`config.mk`:
```
export PLATFORM = sky130hd
export DESIGN_NAME = csv_field_splitter_core
export DESIGN_NICKNAME = d
export VERILOG_FILES = /design/src/design/csf_pkg.sv /design/src/design/csf_front.sv /design/src/design/csf_queue.sv /design/src/design/csf_back.sv /design/src/design/csv_field_splitter_core.sv
export VERILOG_INCLUDE_DIRS = /design/src /design/src/design
export SDC_FILE = /design/constraint.sdc
export NUM_CORES = 1
export LEC_CHECK = 0
export BUFFER_PORTS_ARGS = -buffer_cell sky130_fd_sc_hd__buf_2
export CAP_MARGIN = 20
export CORE_ASPECT_RATIO = 0.7
export CORE_UTILIZATION = 55
export DETAILED_ROUTE_END_ITERATION = 8
export PLACE_DENSITY = 0.84
export RECOVER_POWER = 25
export SLEW_MARGIN = 20
export SYNTH_ARGS = -nofsm -noshare
export SYNTH_HDL_FRONTEND = slang
export SYNTH_SLANG_ARGS = --single-unit
```
`constraint.sdc`:
```
create_clock -name clk -period 13.2 [get_ports clk]
set_input_delay 1.98 -clock clk [delete_from_list [all_inputs] [get_ports clk]]
set_output_delay 1.98 -clock clk [all_outputs]
set_load 0.005 [all_outputs]
```
`src/design/csv_field_splitter_core_macros.svh`:
```
// ----------------------------------------------------------------------------
// CSV field splitter assertion macros
// Shared concurrent assertion forms used by the splitter top level.
// ----------------------------------------------------------------------------
`ifndef CSV_FIELD_SPLITTER_CORE_MACROS_SVH
`define CSV_FIELD_SPLITTER_CORE_MACROS_SVH

// An implication or plain property, checked on every rising edge outside reset.
`define CSF_ASSERT(label, clk, rst, prop, msg) \
  label: assert property (@(posedge clk) disable iff (rst) prop) else $error(msg);

// A condition that must never be true outside reset.
`define CSF_ASSERT_NEVER(label, clk, rst, cond, msg) \
  `CSF_ASSERT(label, clk, rst, !(cond), msg)

// A property checked on every rising edge, reset included.
`define CSF_ASSERT_ALWAYS(label, clk, prop, msg) \
  label: assert property (@(posedge clk) prop) else $error(msg);

`endif

```
`src/design/csf_pkg.sv`:
```
// ----------------------------------------------------------------------------
// CSV field splitter package
// Character codes, output field widths and the byte class record.
// ----------------------------------------------------------------------------
package csf_pkg;

  localparam logic [7:0] CH_COMMA = 8'h2C;
  localparam logic [7:0] CH_QUOTE = 8'h22;
  localparam logic [7:0] CH_LF    = 8'h0A;
  localparam logic [7:0] CH_SPACE = 8'h20;
  localparam logic [7:0] CH_TAB   = 8'h09;
  localparam logic [7:0] CH_CR    = 8'h0D;

  localparam int IDX_W   = 5;
  localparam int OFS_W   = 10;
  localparam int LEN_MAX = 1023;

  // Class of one line byte, as the tokenizer needs it.
  typedef struct packed {
    logic is_space;
    logic is_comma;
    logic is_quote;
    logic is_lf;
  } byte_cls_t;

  localparam int CLS_W = $bits(byte_cls_t);

  function automatic byte_cls_t classify(input logic [7:0] b);
    byte_cls_t c;
    c.is_space = (b == CH_SPACE) || ((b >= CH_TAB) && (b <= CH_CR));
    c.is_comma = (b == CH_COMMA);
    c.is_quote = (b == CH_QUOTE);
    c.is_lf    = (b == CH_LF);
    return c;
  endfunction

endpackage

```
`src/design/csf_front.sv`:
```
// ----------------------------------------------------------------------------
// CSV field splitter front end
// Accepts line bytes, classifies them and tags each with its line offset.
// ----------------------------------------------------------------------------
module csf_front #(
  parameter int MAX_LINE = 1024,
  parameter int PW       = $clog2(MAX_LINE)
) (
  input  logic               clk,
  input  logic               rst,
  input  logic               take,
  input  logic [7:0]         byte_in,
  input  logic               end_of_line,
  output csf_pkg::byte_cls_t cls,
  output logic [PW-1:0]      pos,
  output logic               eol
);
  import csf_pkg::*;

  logic [PW-1:0] line_position;

  assign cls = classify(byte_in);
  assign pos = line_position;
  assign eol = end_of_line;

  // Offsets stop at the last legal value on an overlong line.
  always_ff @(posedge clk) begin
    if (rst) begin
      line_position <= '0;
    end else if (take) begin
      if (end_of_line) begin
        line_position <= '0;
      end else if (line_position < PW'(MAX_LINE - 1)) begin
        line_position <= line_position + 1'b1;
      end
    end
  end

endmodule

```
`src/design/csf_queue.sv`:
```
// ----------------------------------------------------------------------------
// CSV field splitter queue
// Two-entry queue that decouples the front end from the tokenizer.
// ----------------------------------------------------------------------------
module csf_queue #(
  parameter int W = 8
) (
  input  logic         clk,
  input  logic         rst,
  input  logic         push,
  input  logic [W-1:0] push_data,
  input  logic         pop,
  output logic         full,
  output logic         nonempty,
  output logic [W-1:0] head
);
  import csf_pkg::*;

  logic [W-1:0] entry [2];
  logic         wr_ptr;
  logic         rd_ptr;
  logic [1:0]   count;

  assign full     = (count == 2'd2);
  assign nonempty = (count != 2'd0);
  assign head     = entry[rd_ptr];

  always_ff @(posedge clk) begin
    if (push) begin
      entry[wr_ptr] <= push_data;
    end
  end

  always_ff @(posedge clk) begin
    if (rst) begin
      wr_ptr <= 1'b0;
      rd_ptr <= 1'b0;
      count  <= 2'd0;
    end else begin
      if (push) begin
        wr_ptr <= ~wr_ptr;
      end
      if (pop) begin
        rd_ptr <= ~rd_ptr;
      end
      case ({push, pop})
        2'b10:   count <= count + 2'd1;
        2'b01:   count <= count - 2'd1;
        default: count <= count;
      endcase
    end
  end

endmodule

```
`src/design/csf_back.sv`:
```
// ----------------------------------------------------------------------------
// CSV field splitter tokenizer
// Runs the field state per classified byte and holds the result register.
// ----------------------------------------------------------------------------
module csf_back #(
  parameter int MAX_FIELDS = 20,
  parameter int MAX_LINE   = 1024,
  parameter int PW         = $clog2(MAX_LINE)
) (
  input  logic                        clk,
  input  logic                        rst,
  input  logic                        q_nonempty,
  input  csf_pkg::byte_cls_t          q_cls,
  input  logic [PW-1:0]               q_pos,
  input  logic                        q_eol,
  output logic                        pop,
  output logic                        out_valid,
  input  logic                        out_stall,
  output logic [csf_pkg::IDX_W-1:0]   field_index,
  output logic [csf_pkg::OFS_W-1:0]   field_start,
  output logic [csf_pkg::OFS_W-1:0]   field_length,
  output logic                        was_quoted,
  output logic                        last_field
);
  import csf_pkg::*;

  localparam int CW = $clog2(MAX_FIELDS + 1);

  // Field state.
  logic [CW-1:0] field_count, field_count_next;
  logic          at_field_start, at_field_start_next;
  logic          in_quoted_field, in_quoted_field_next;
  logic          quote_pending, quote_pending_next;
  logic [PW-1:0] quote_offset, quote_offset_next;
  logic [PW-1:0] first_nonspace, first_nonspace_next;
  logic [PW-1:0] last_nonspace, last_nonspace_next;
  logic          seen_nonspace, seen_nonspace_next;
  logic          line_done, line_done_next;

  logic          emit;
  logic          handled;
  logic          is_last;
  logic          quoted;
  logic [PW:0]   span;
  logic [OFS_W-1:0] start_val;
  logic [OFS_W-1:0] len_val;

  assign pop = q_nonempty && (!out_valid || !out_stall);

  always_comb begin
    field_count_next     = field_count;
    at_field_start_next  = at_field_start;
    in_quoted_field_next = in_quoted_field;
    quote_pending_next   = quote_pending;
    quote_offset_next    = quote_offset;
    first_nonspace_next  = first_nonspace;
    last_nonspace_next   = last_nonspace;
    seen_nonspace_next   = seen_nonspace;
    line_done_next       = line_done;
    emit                 = 1'b0;
    handled              = 1'b0;

    if (!line_done) begin
      if (at_field_start && q_cls.is_quote) begin
        at_field_start_next  = 1'b0;
        in_quoted_field_next = 1'b1;
        quote_pending_next   = 1'b0;
        emit                 = q_eol;
      end else if (at_field_start || !in_quoted_field) begin
        at_field_start_next = 1'b0;
        if (q_cls.is_comma) begin
          emit = 1'b1;
        end else begin
          if (!q_cls.is_space) begin
            if (!seen_nonspace_next) begin
              first_nonspace_next = q_pos;
            end
            last_nonspace_next = q_pos;
            seen_nonspace_next = 1'b1;
          end
          emit = q_eol;
        end
      end else begin
        if (quote_pending) begin
          quote_pending_next = 1'b0;
          if (q_cls.is_comma || q_cls.is_lf) begin
            emit    = 1'b1;
            handled = 1'b1;
          end else begin
            // The pending quote turns out to be content.
            if (!seen_nonspace_next) begin
              first_nonspace_next = quote_offset;
            end
            last_nonspace_next = quote_offset;
            seen_nonspace_next = 1'b1;
          end
        end
        if (!handled) begin
          if (q_cls.is_quote) begin
            if (q_eol) begin
              emit = 1'b1;
            end else begin
              quote_pending_next = 1'b1;
              quote_offset_next  = q_pos;
            end
          end else begin
            if (!q_cls.is_space) begin
              if (!seen_nonspace_next) begin
                first_nonspace_next = q_pos;
              end
              last_nonspace_next = q_pos;
              seen_nonspace_next = 1'b1;
            end
            emit = q_eol;
          end
        end
      end
    end

    is_last = q_eol || (field_count >= CW'(MAX_FIELDS - 1));
    quoted  = in_quoted_field_next;

    span      = {1'b0, last_nonspace_next} - {1'b0, first_nonspace_next} + 1'b1;
    start_val = '0;
    len_val   = '0;
    if (seen_nonspace_next && (last_nonspace_next >= first_nonspace_next)) begin
      start_val = OFS_W'(first_nonspace_next);
      if (32'(span) > 32'(LEN_MAX)) begin
        len_val = OFS_W'(LEN_MAX);
      end else begin
        len_val = OFS_W'(span);
      end
    end

    if (emit) begin
      field_count_next     = field_count + 1'b1;
      at_field_start_next  = 1'b1;
      in_quoted_field_next = 1'b0;
      quote_pending_next   = 1'b0;
      seen_nonspace_next   = 1'b0;
      first_nonspace_next  = '0;
      last_nonspace_next   = '0;
      if (is_last && !q_eol) begin
        line_done_next = 1'b1;
      end
    end

    // The line end clears all line state, skipped lines included.
    if (q_eol) begin
      field_count_next     = '0;
      at_field_start_next  = 1'b1;
      in_quoted_field_next = 1'b0;
      quote_pending_next   = 1'b0;
      quote_offset_next    = '0;
      first_nonspace_next  = '0;
      last_nonspace_next   = '0;
      seen_nonspace_next   = 1'b0;
      line_done_next       = 1'b0;
    end
  end

  always_ff @(posedge clk) begin
    if (rst) begin
      field_count     <= '0;
      at_field_start  <= 1'b1;
      in_quoted_field <= 1'b0;
      quote_pending   <= 1'b0;
      quote_offset    <= '0;
      first_nonspace  <= '0;
      last_nonspace   <= '0;
      seen_nonspace   <= 1'b0;
      line_done       <= 1'b0;
    end else if (pop) begin
      field_count     <= field_count_next;
      at_field_start  <= at_field_start_next;
      in_quoted_field <= in_quoted_field_next;
      quote_pending   <= quote_pending_next;
      quote_offset    <= quote_offset_next;
      first_nonspace  <= first_nonspace_next;
      last_nonspace   <= last_nonspace_next;
      seen_nonspace   <= seen_nonspace_next;
      line_done       <= line_done_next;
    end
  end

  always_ff @(posedge clk) begin
    if (rst) begin
      out_valid <= 1'b0;
    end else if (pop && emit) begin
      out_valid <= 1'b1;
    end else if (!out_stall) begin
      out_valid <= 1'b0;
    end
  end

  always_ff @(posedge clk) begin
    if (pop && emit) begin
      field_index  <= IDX_W'(field_count);
      field_start  <= start_val;
      field_length <= len_val;
      was_quoted   <= quoted;
      last_field   <= is_last;
    end
  end

endmodule

```
`src/design/csv_field_splitter_core.sv`:
```
// ----------------------------------------------------------------------------
// CSV field splitter core
// Splits a byte stream of text lines into comma separated field descriptors.
// ----------------------------------------------------------------------------
// Usage: the input channel (in_valid, in_stall, byte_in, end_of_line) takes
// one line byte per beat, with end_of_line high on the last byte of a line.
// The output channel (out_valid, out_stall and the field ports) gives one
// beat per completed field: its index, trimmed start offset and length,
// whether it opened with a double quote, and whether it is the last field
// that the line reports. Only the first MAX_FIELDS fields of a line appear.
// An accepted byte is written into the two-entry queue, and the field beat
// it closes is registered in the output register. Throughput is one byte
// per cycle while out_stall is low, set by the tokenizer step at the queue head.
// While the receiver stalls, the held result waits in the output register,
// the queue fills with up to two bytes and then in_stall rises.
// Reset (rst, synchronous) empties the queue and output register and starts
// a fresh line at offset zero; in_stall is low in the first cycle after it.
// ----------------------------------------------------------------------------
module csv_field_splitter_core #(
  parameter int MAX_FIELDS = 20,
  parameter int MAX_LINE   = 1024
) (
  input  logic                      clk,
  input  logic                      rst,
  input  logic                      in_valid,
  output logic                      in_stall,
  input  logic [7:0]                byte_in,
  input  logic                      end_of_line,
  output logic                      out_valid,
  input  logic                      out_stall,
  output logic [csf_pkg::IDX_W-1:0] field_index,
  output logic [csf_pkg::OFS_W-1:0] field_start,
  output logic [csf_pkg::OFS_W-1:0] field_length,
  output logic                      was_quoted,
  output logic                      last_field
);
  import csf_pkg::*;

  `include "csv_field_splitter_core_macros.svh"

  localparam int PW = $clog2(MAX_LINE);
  localparam int QW = CLS_W + PW + 1;

  // Front end to queue.
  logic          take;
  byte_cls_t     f_cls;
  logic [PW-1:0] f_pos;
  logic          f_eol;

  // Queue to tokenizer.
  logic          q_full;
  logic          q_nonempty;
  logic [QW-1:0] q_head;
  byte_cls_t     q_cls;
  logic [PW-1:0] q_pos;
  logic          q_eol;
  logic          pop;

  // A byte is taken whenever the queue has room.
  assign in_stall = q_full;
  assign take     = in_valid && !q_full;

  csf_front #(
    .MAX_LINE (MAX_LINE),
    .PW       (PW)
  ) u_front (
    .clk         (clk),
    .rst         (rst),
    .take        (take),
    .byte_in     (byte_in),
    .end_of_line (end_of_line),
    .cls         (f_cls),
    .pos         (f_pos),
    .eol         (f_eol)
  );

  csf_queue #(
    .W (QW)
  ) u_queue (
    .clk       (clk),
    .rst       (rst),
    .push      (take),
    .push_data ({f_cls, f_pos, f_eol}),
    .pop       (pop),
    .full      (q_full),
    .nonempty  (q_nonempty),
    .head      (q_head)
  );

  assign {q_cls, q_pos, q_eol} = q_head;

  // The tokenizer steps once per queued byte while the output register
  // is free or being drained in the same cycle.
  csf_back #(
    .MAX_FIELDS (MAX_FIELDS),
    .MAX_LINE   (MAX_LINE),
    .PW         (PW)
  ) u_back (
    .clk          (clk),
    .rst          (rst),
    .q_nonempty   (q_nonempty),
    .q_cls        (q_cls),
    .q_pos        (q_pos),
    .q_eol        (q_eol),
    .pop          (pop),
    .out_valid    (out_valid),
    .out_stall    (out_stall),
    .field_index  (field_index),
    .field_start  (field_start),
    .field_length (field_length),
    .was_quoted   (was_quoted),
    .last_field   (last_field)
  );

  // Checks across the queue, the tokenizer and the output register.
  `CSF_ASSERT(a_pop_needs_data, clk, rst, pop |-> q_nonempty, "pop from an empty queue")
  `CSF_ASSERT_NEVER(a_no_step_when_held, clk, rst, out_valid && out_stall && pop, "tokenizer stepped over a held result")
  `CSF_ASSERT(a_index_in_range, clk, rst, out_valid |-> (32'(field_index) < 32'(MAX_FIELDS)), "field index beyond limit")
  `CSF_ASSERT_ALWAYS(a_ready_after_reset, clk, rst |=> !in_stall, "input stalled right after reset")

endmodule

```
==> qor.yml, run 1 <==
status:
  status: "finished with violations"
  failed_checks: "max-capacitance violations, max-slew violations"
logic_synthesis:
  ys_types: 75
  netlist.area_leader.share: 0.273
  synth_seq_area_share: 0.451
  yosysMostFrequentCell: "nor2_1"
  synth-adder-area-share: 0.0586
  yosysWarnings: 0
  synth_commonest_cells: "nor2_1 (67), edfxtp_1 (57), dfxtp_1 (56)"
  synth_area_um2: 6280
  synthSimpleGateAreaFrac: 0.188
  syn-num-nets: 671
  synth_top_family_by_area: "compound AO/OA/AOI/OAI gates"
  syn_avg_cell_area_um2: 9.95
  async_flop_share: 0
  synth-compound-area-share: 0.199
  synth_top_cell_by_area: "edfxtp_1"
  synth_seq_cells: 113
  synth-edff-count: 57
  synthMuxAreaShare: 0.0369
  synthXorXnorAreaFrac: 0.0279
  ys.flop_type: "edfxtp_1"
  synth_area_leaders: "edfxtp_1 (27%), dfxtp_1 (18%), ha_1 (4.6%)"
  postSynthCellCount: 631
global_routing:
  gr-total-overflow: 0
  grt_pass1_vias: 4941
  antenna_found_initial: 0
  grtUsageTotal: 0.288
  grt_first_pass_wirelength_um: 25500
  grt_max_degree: 36
cells_and_area:
  fin_cells: 832
  nets: 706
  drive_gt1_frac: 0.161
  n_antenna_cell: 0
  area_growth_pct: 13.5
floorplan:
  die_h_um: 91.4
  die-area_um2: 11900
  pin_count: 42
  die_x_um: 130
  start_util: 0.568
  core_um2: 11100
  core.rowCount: 32
clock_network:
  ctsHoldBuffers: 0
  clock_path_buffers: 2
  clock_latency_ps: 420
  post_cts_buffers: 0
  cts.reportedPaths.clkPinSlew_ps: 50
  cts.sinks: 113
  cts_root_buf: "clkbuf_16"
  cts.repair.resized: 0
  cts_tree: "built"
  cts_buffers: 17
  htree_levels: 4
worst_setup_path:
  cp_data_arrival_time_ps: 5830
  setup.worst_path.start_class: "register"
  worstPathRequired_ps: 13330
  worstSetupEndpointType: "register"
  rr_worst_depth: 14
  worst-path-max-fanout: 27
  crit_type: "register to register"
timing:
  slew_headroom: -0.176
  timing_worst_slew_pin_value_ps: 1760
  final.min_clock_period_ps: 5710
  setup_viol: 0
  finalCritPeriodShare: 0.432
  skew_ps: 12.5
  final-hold-violation-count: 0
  finalSetupTns_ps: 0
  timing.fmax_mhz: 175
  maxSlewViolCount: 36
  rsz0062_at_grt: "no"
power:
  leakage_nw: 2.66
  ir_drop_mv: 0.172
  power.density_nw_per_um2: 264
hold_path:
  hp-class: "register to register"
  min_path_cells: 1
routing:
  ant_nets: 0
  wire_per_inst_um: 19.3
  drc: 0
  vias_per_cell: 6.29
  drtPass1Iterations: 7
  drt-total-wl_um: 16000
  first_iter_violations: 475
  vias: 5236
placed_design:
  portBuffers: 41
  place_inst: 800
  place_hpwl_um: 11400
  gp_congestion: 0.949
run:
  cap_violations: 1
-- where the power goes --
group          internal (W)  switching (W)  leakage, nW
Clock              0.000274       0.000160        0.271
Sequential         0.000459      0.0000474         1.00
Combinational      0.000346       0.000592         1.39
-- flip-flops by register name, indices dropped and copies added (netlist names), 2 cells and up, named ones only --
name,count
u_back.first_nonspace,10
u_queue.count,2
u_back.field_length,10
u_back.quote_offset,10
u_back.field_index,5
u_queue.entry,30
u_front.pos,10
u_back.field_count,5
u_back.last_nonspace,10
u_back.field_start,10
-- worst max-delay path, stage by stage, from the launching register on --
cell and delay, ps:
dfxtp_1 990, nor4bb_1 560, nor2_1 340, a2111oi_0 810, o31ai_1 170, or2_1 290, ha_1 320, ha_1 240
a211o_1 330, a31o_2 290, a2111oi_0 500, nor4bb_1 120, buf_4 190, nor3_1 180, nor3_1 60
-- worst paths after layout --
path                                               from                       to  slack, ps
worst max-delay path                           register   u_back.field_length[5]       7490
worst min-delay path            u_back.last_nonspace[8]  u_back.last_nonspace[8]        480
worst max register to register                 register   u_back.field_length[5]       7490
worst min register to register  u_back.last_nonspace[8]  u_back.last_nonspace[8]        480
-- routing by layer --
layer / GRT usage / routed length, um
met3: 0.0949 / 1720
met5: 0 / 0
met1: 0.389 / 7120
met2: 0.420 / 6870
met4: 0.124 / 334
-- cell families (layout without fill, tap and decap cells) --
| logic type | after synthesis | in the layout |
|---|---|---|
| flip-flops | 113 | 113 |
| AO/OA/AOI/OAI | 170 | 170 |
| XOR/XNOR | 20 | 20 |
| multiplexers | 20 | 20 |
| AND/OR/NAND/NOR | 224 | 224 |
| adder cells (fa/ha/maj) | 27 | 27 |
| buffers and inverters | 57 | 105 |
-- area by class of cell --
cell class                      count  area, um^2
Clock buffer                       20         437
Multi-Input combinational cell    461        3220
Tap cell                          153         191
Fill cell                         890        3930
Clock inverter                     12         118
Sequential cell                   113        2830
Timing Repair Buffer               43         216
Inverter                           30         113
-- cells in the final DEF, fill, tap and decap left out, drive strengths merged, types with 4 or more instances in the layout --
cell and instances:
a211o 6, ha 23, nor3 41, o22a 4, xor2 10, nand2b 13
o21ai 29, a22o 16, a211oi 5, fa 4, edfxtp 57, and3 7
or2 5, dfxtp 56, o22ai 9, o21bai 5, buf 40, mux2i 7
nand2 38, and2 7, a22oi 12, inv 30, o211ai 6, clkbuf 23
o21a 5, nor2 67, o32a 4, mux2 12, a21o 6, xnor2 10
a21oi 27, nand3 14, or3 5, clkinv 8, a31oi 7, nor3b 6
-- stage by stage --
step	utilization	worst slack [ps]	power (W)	instance area [um^2]	hold slack, ps
floorplan	-	8890	0.00119	6280	439
global placement	0.594	8020	0.00138	6570	459
detailed placement	0.594	7700	0.00142	6570	462
CTS	0.644	7690	0.00186	7120	475
global route	0.645	7210	0.00199	7120	491
finish	0.645	7490	0.00188	7120	480
Power figures use the tool's default switching activity.
==> run 2: changes to the inputs <==
--- a/config.mk
+++ b/config.mk
@@ -11,7 +11,7 @@
 export CORE_ASPECT_RATIO = 0.7
 export CORE_UTILIZATION = 55
 export DETAILED_ROUTE_END_ITERATION = 8
-export PLACE_DENSITY = 0.84
+export PLACE_DENSITY = 0.86
 export RECOVER_POWER = 25
 export SLEW_MARGIN = 20
 export SYNTH_ARGS = -nofsm -noshare
==> constraint.sdc (replaced) <==
create_clock -name clk -period 5.2 [get_ports clk]
set_input_delay 0.78 -clock clk [delete_from_list [all_inputs] [get_ports clk]]
set_output_delay 0.78 -clock clk [all_outputs]
set_load 0.005 [all_outputs]
==> run 2 against run 1 <==
Compared with the run above: the flow now finishes without violations; utilization grew 1.8 points; fmax grew 15%; die area is the same; sequential share of layout area shrank 1.1 points; first-iteration DRC count grew 27%; worst hold slack is essentially flat; largest cell class unchanged; register-to-register slack lost 7300 ps; critical path type unchanged; clock power grew to 2.9 times the previous value; flip-flop and latch count is the same; routed wire length grew 3.1%; clock-buffer cell count shrank 2.
==> qor.yml, run 2 (synthesized netlist as in run 1, its figures left out) <==
status:
  status: "finished clean"  # was finished with violations
clock_network:
  cts.reportedPaths.clkPinSlew_ps: 50  # about the same
  clock_path_buffers: 2  # unchanged
  cts_buffers: 17  # unchanged
  cts_root_buf: "clkbuf_16"  # unchanged
  cts.sinks: 113  # unchanged
  clock_latency_ps: 420  # about the same
  htree_levels: 4  # unchanged
  ctsHoldBuffers: 0  # unchanged
  cts_tree: "built"  # unchanged
placed_design:
  place_inst: 815  # was 800
  place_ws_ps: 242  # was 7700 ps
  place_area_um2: 6690  # was 6570 um^2
  gp_congestion: 0.985  # was 0.949
  portBuffers: 41  # unchanged
  place_hpwl_um: 11800  # was 11400 um
global_routing:
  grt_max_degree: 36  # unchanged
  grt_pass1_vias: 5175  # was 4941
  antenna_found_initial: 0  # unchanged
  gr-total-overflow: 0  # unchanged
  grt_first_pass_wirelength_um: 26700  # was 25500 um
  grtUsageTotal: 0.299  # was 0.288
worst_setup_path:
  worstSetupEndpointType: "register"  # unchanged
  crit_type: "register to register"  # unchanged
  worstPathRequired_ps: 5360  # was 13330 ps
  worst-path-max-fanout: 12  # was 27
  cp_data_arrival_time_ps: 5120  # was 5830 ps
  setup.worst_path.start_class: "register"  # unchanged
power:
  leakage_nw: 2.78  # was 2.66 nW
  ir_drop_mv: 0.482  # was 0.172 mV
  power.density_nw_per_um2: 684  # was 264 nW/um^2
cells_and_area:
  layout_common_cells: "nor2_1 (66), edfxtp_1 (57), dfxtp_1 (56)"  # unchanged
  nets: 722  # was 706
  drive_gt1_frac: 0.183  # was 0.161
  final_common_cell: "nor2_1"  # unchanged
  fin_util: 0.663  # was 0.645
  largest_register_ffs: 30  # unchanged
  fin_cells: 848  # was 832
  area_growth_pct: 16.7  # was 13.5%
  n_antenna_cell: 0  # unchanged
  n_fill_cell: 856  # was 890
  seq_area_um2: 2830  # unchanged
  multi_input_area_um2: 3230  # was 3220 um^2
  max_flop_register: "u_queue.entry"  # unchanged
  fin_area_um2: 7330  # was 7120 um^2
floorplan:
  start_util: 0.568  # unchanged
  pin_count: 42  # unchanged
  core_um2: 11100  # unchanged
  core.rowCount: 32  # unchanged
  die-area_um2: 11900  # unchanged
  die_h_um: 91.4  # unchanged
  die_x_um: 130  # unchanged
routing:
  drc: 0  # unchanged
  first_iter_violations: 604  # was 475
  drtPass1Iterations: 6  # was 7
  vias: 5453  # was 5236
  ant_nets: 0  # unchanged
  drt-total-wl_um: 16500  # was 16000 um
  wire_per_inst_um: 19.5  # was 19.3 um
  vias_per_cell: 6.43  # was 6.29
timing:
  setup_ws_ps: 238  # was 7490 ps
  rsz0062_at_grt: "no"  # unchanged
  final.min_clock_period_ps: 4960  # was 5710 ps
  maxSlewViolCount: 0  # was 36
  timing.fmax_mhz: 202  # was 175 MHz
  finalCritPeriodShare: 0.954  # was 0.432
  timing_worst_slew_pin_value_ps: 1220  # was 1760 ps
  final-hold-violation-count: 0  # unchanged
  setup_viol: 0  # unchanged
  slew_headroom: 0.182  # was -0.176
  finalSetupTns_ps: 0  # unchanged
  skew_ps: 14.7  # was 12.5 ps
hold_path:
  hp-class: "register to register"  # unchanged
run:
  cap_violations: 0  # was 1
## run 2: changes by cell type in the layout (fill, tap and decap cells not counted), moves of 2 or more
cell	delta
buf_4	+15
bufinv_16	+3
clkbuf_1	-2
clkinv_1	+3
clkinv_2	-2
clkinvlp_4	-2
o21ai_1	-2
## run 2: timing repair
item / in CTS / in global routing
gates resized for setup: 0 / 4
buffers inserted: 0 / 1
endpoints found under the setup margin: 0 / 9
## run 2: area by class of cell
| type | count | share of cell area |
|---|---|---|
| Tap cell | 153 | 0.0261 |
| Inverter | 30 | 0.0154 |
| Multi-Input combinational cell | 461 | 0.441 |
| Clock inverter | 14 | 0.0265 |
| Sequential cell | 113 | 0.387 |
| Timing Repair Buffer | 59 | 0.0456 |
| Clock buffer | 18 | 0.0586 |
## run 2: critical path: stages, from the launching register on
cell and delay [ps]:
dfxtp_1 550, mux2_1 460, a21oi_1 560, o21ai_0 330, a21oi_1 240, a31oi_1 160
or2_2 330, ha_1 200, ha_1 230, a211o_1 370, a31o_2 280, a2111oi_1 430
nor4bb_2 110, buf_4 180, nor3_1 190, nor3_1 60
## run 2: where the power goes
| part | switching [W] | internal, W |
|---|---|---|
| logic | 0.00157 | 0.000939 |
| registers | 0.0000921 | 0.00116 |
| clock network | 0.000404 | 0.000838 |
## run 2: worst paths after layout
check                                      start                endpoint  slack (ps)  depth (start not counted)
worst max-delay path                    register  u_back.field_length[5]         240                         15
worst min-delay path            u_back.out_valid        u_back.out_valid         480                          2
worst max register to register          register  u_back.field_length[5]         240                         15
worst min register to register  u_back.out_valid        u_back.out_valid         480                          2
## run 2: stage by stage
step,hold WS (ps),total power (W)
finish,480,0.00501
floorplan,439,0.00302
global route,499,0.00527
global placement,456,0.00353
CTS,484,0.00492
detailed placement,469,0.00364
## run 2: layer usage
| metal | vias up | share of wire | GRT usage |
|---|---|---|---|
| met5 | - | 0 | 0 |
| met4 | 0 | 0.023 | 0.116 |
| met3 | 50 | 0.10 | 0.0731 |
| met2 | 342 | 0.45 | 0.457 |
| met1 | 2588 | 0.42 | 0.407 |
| li1 | 2473 | - | - |
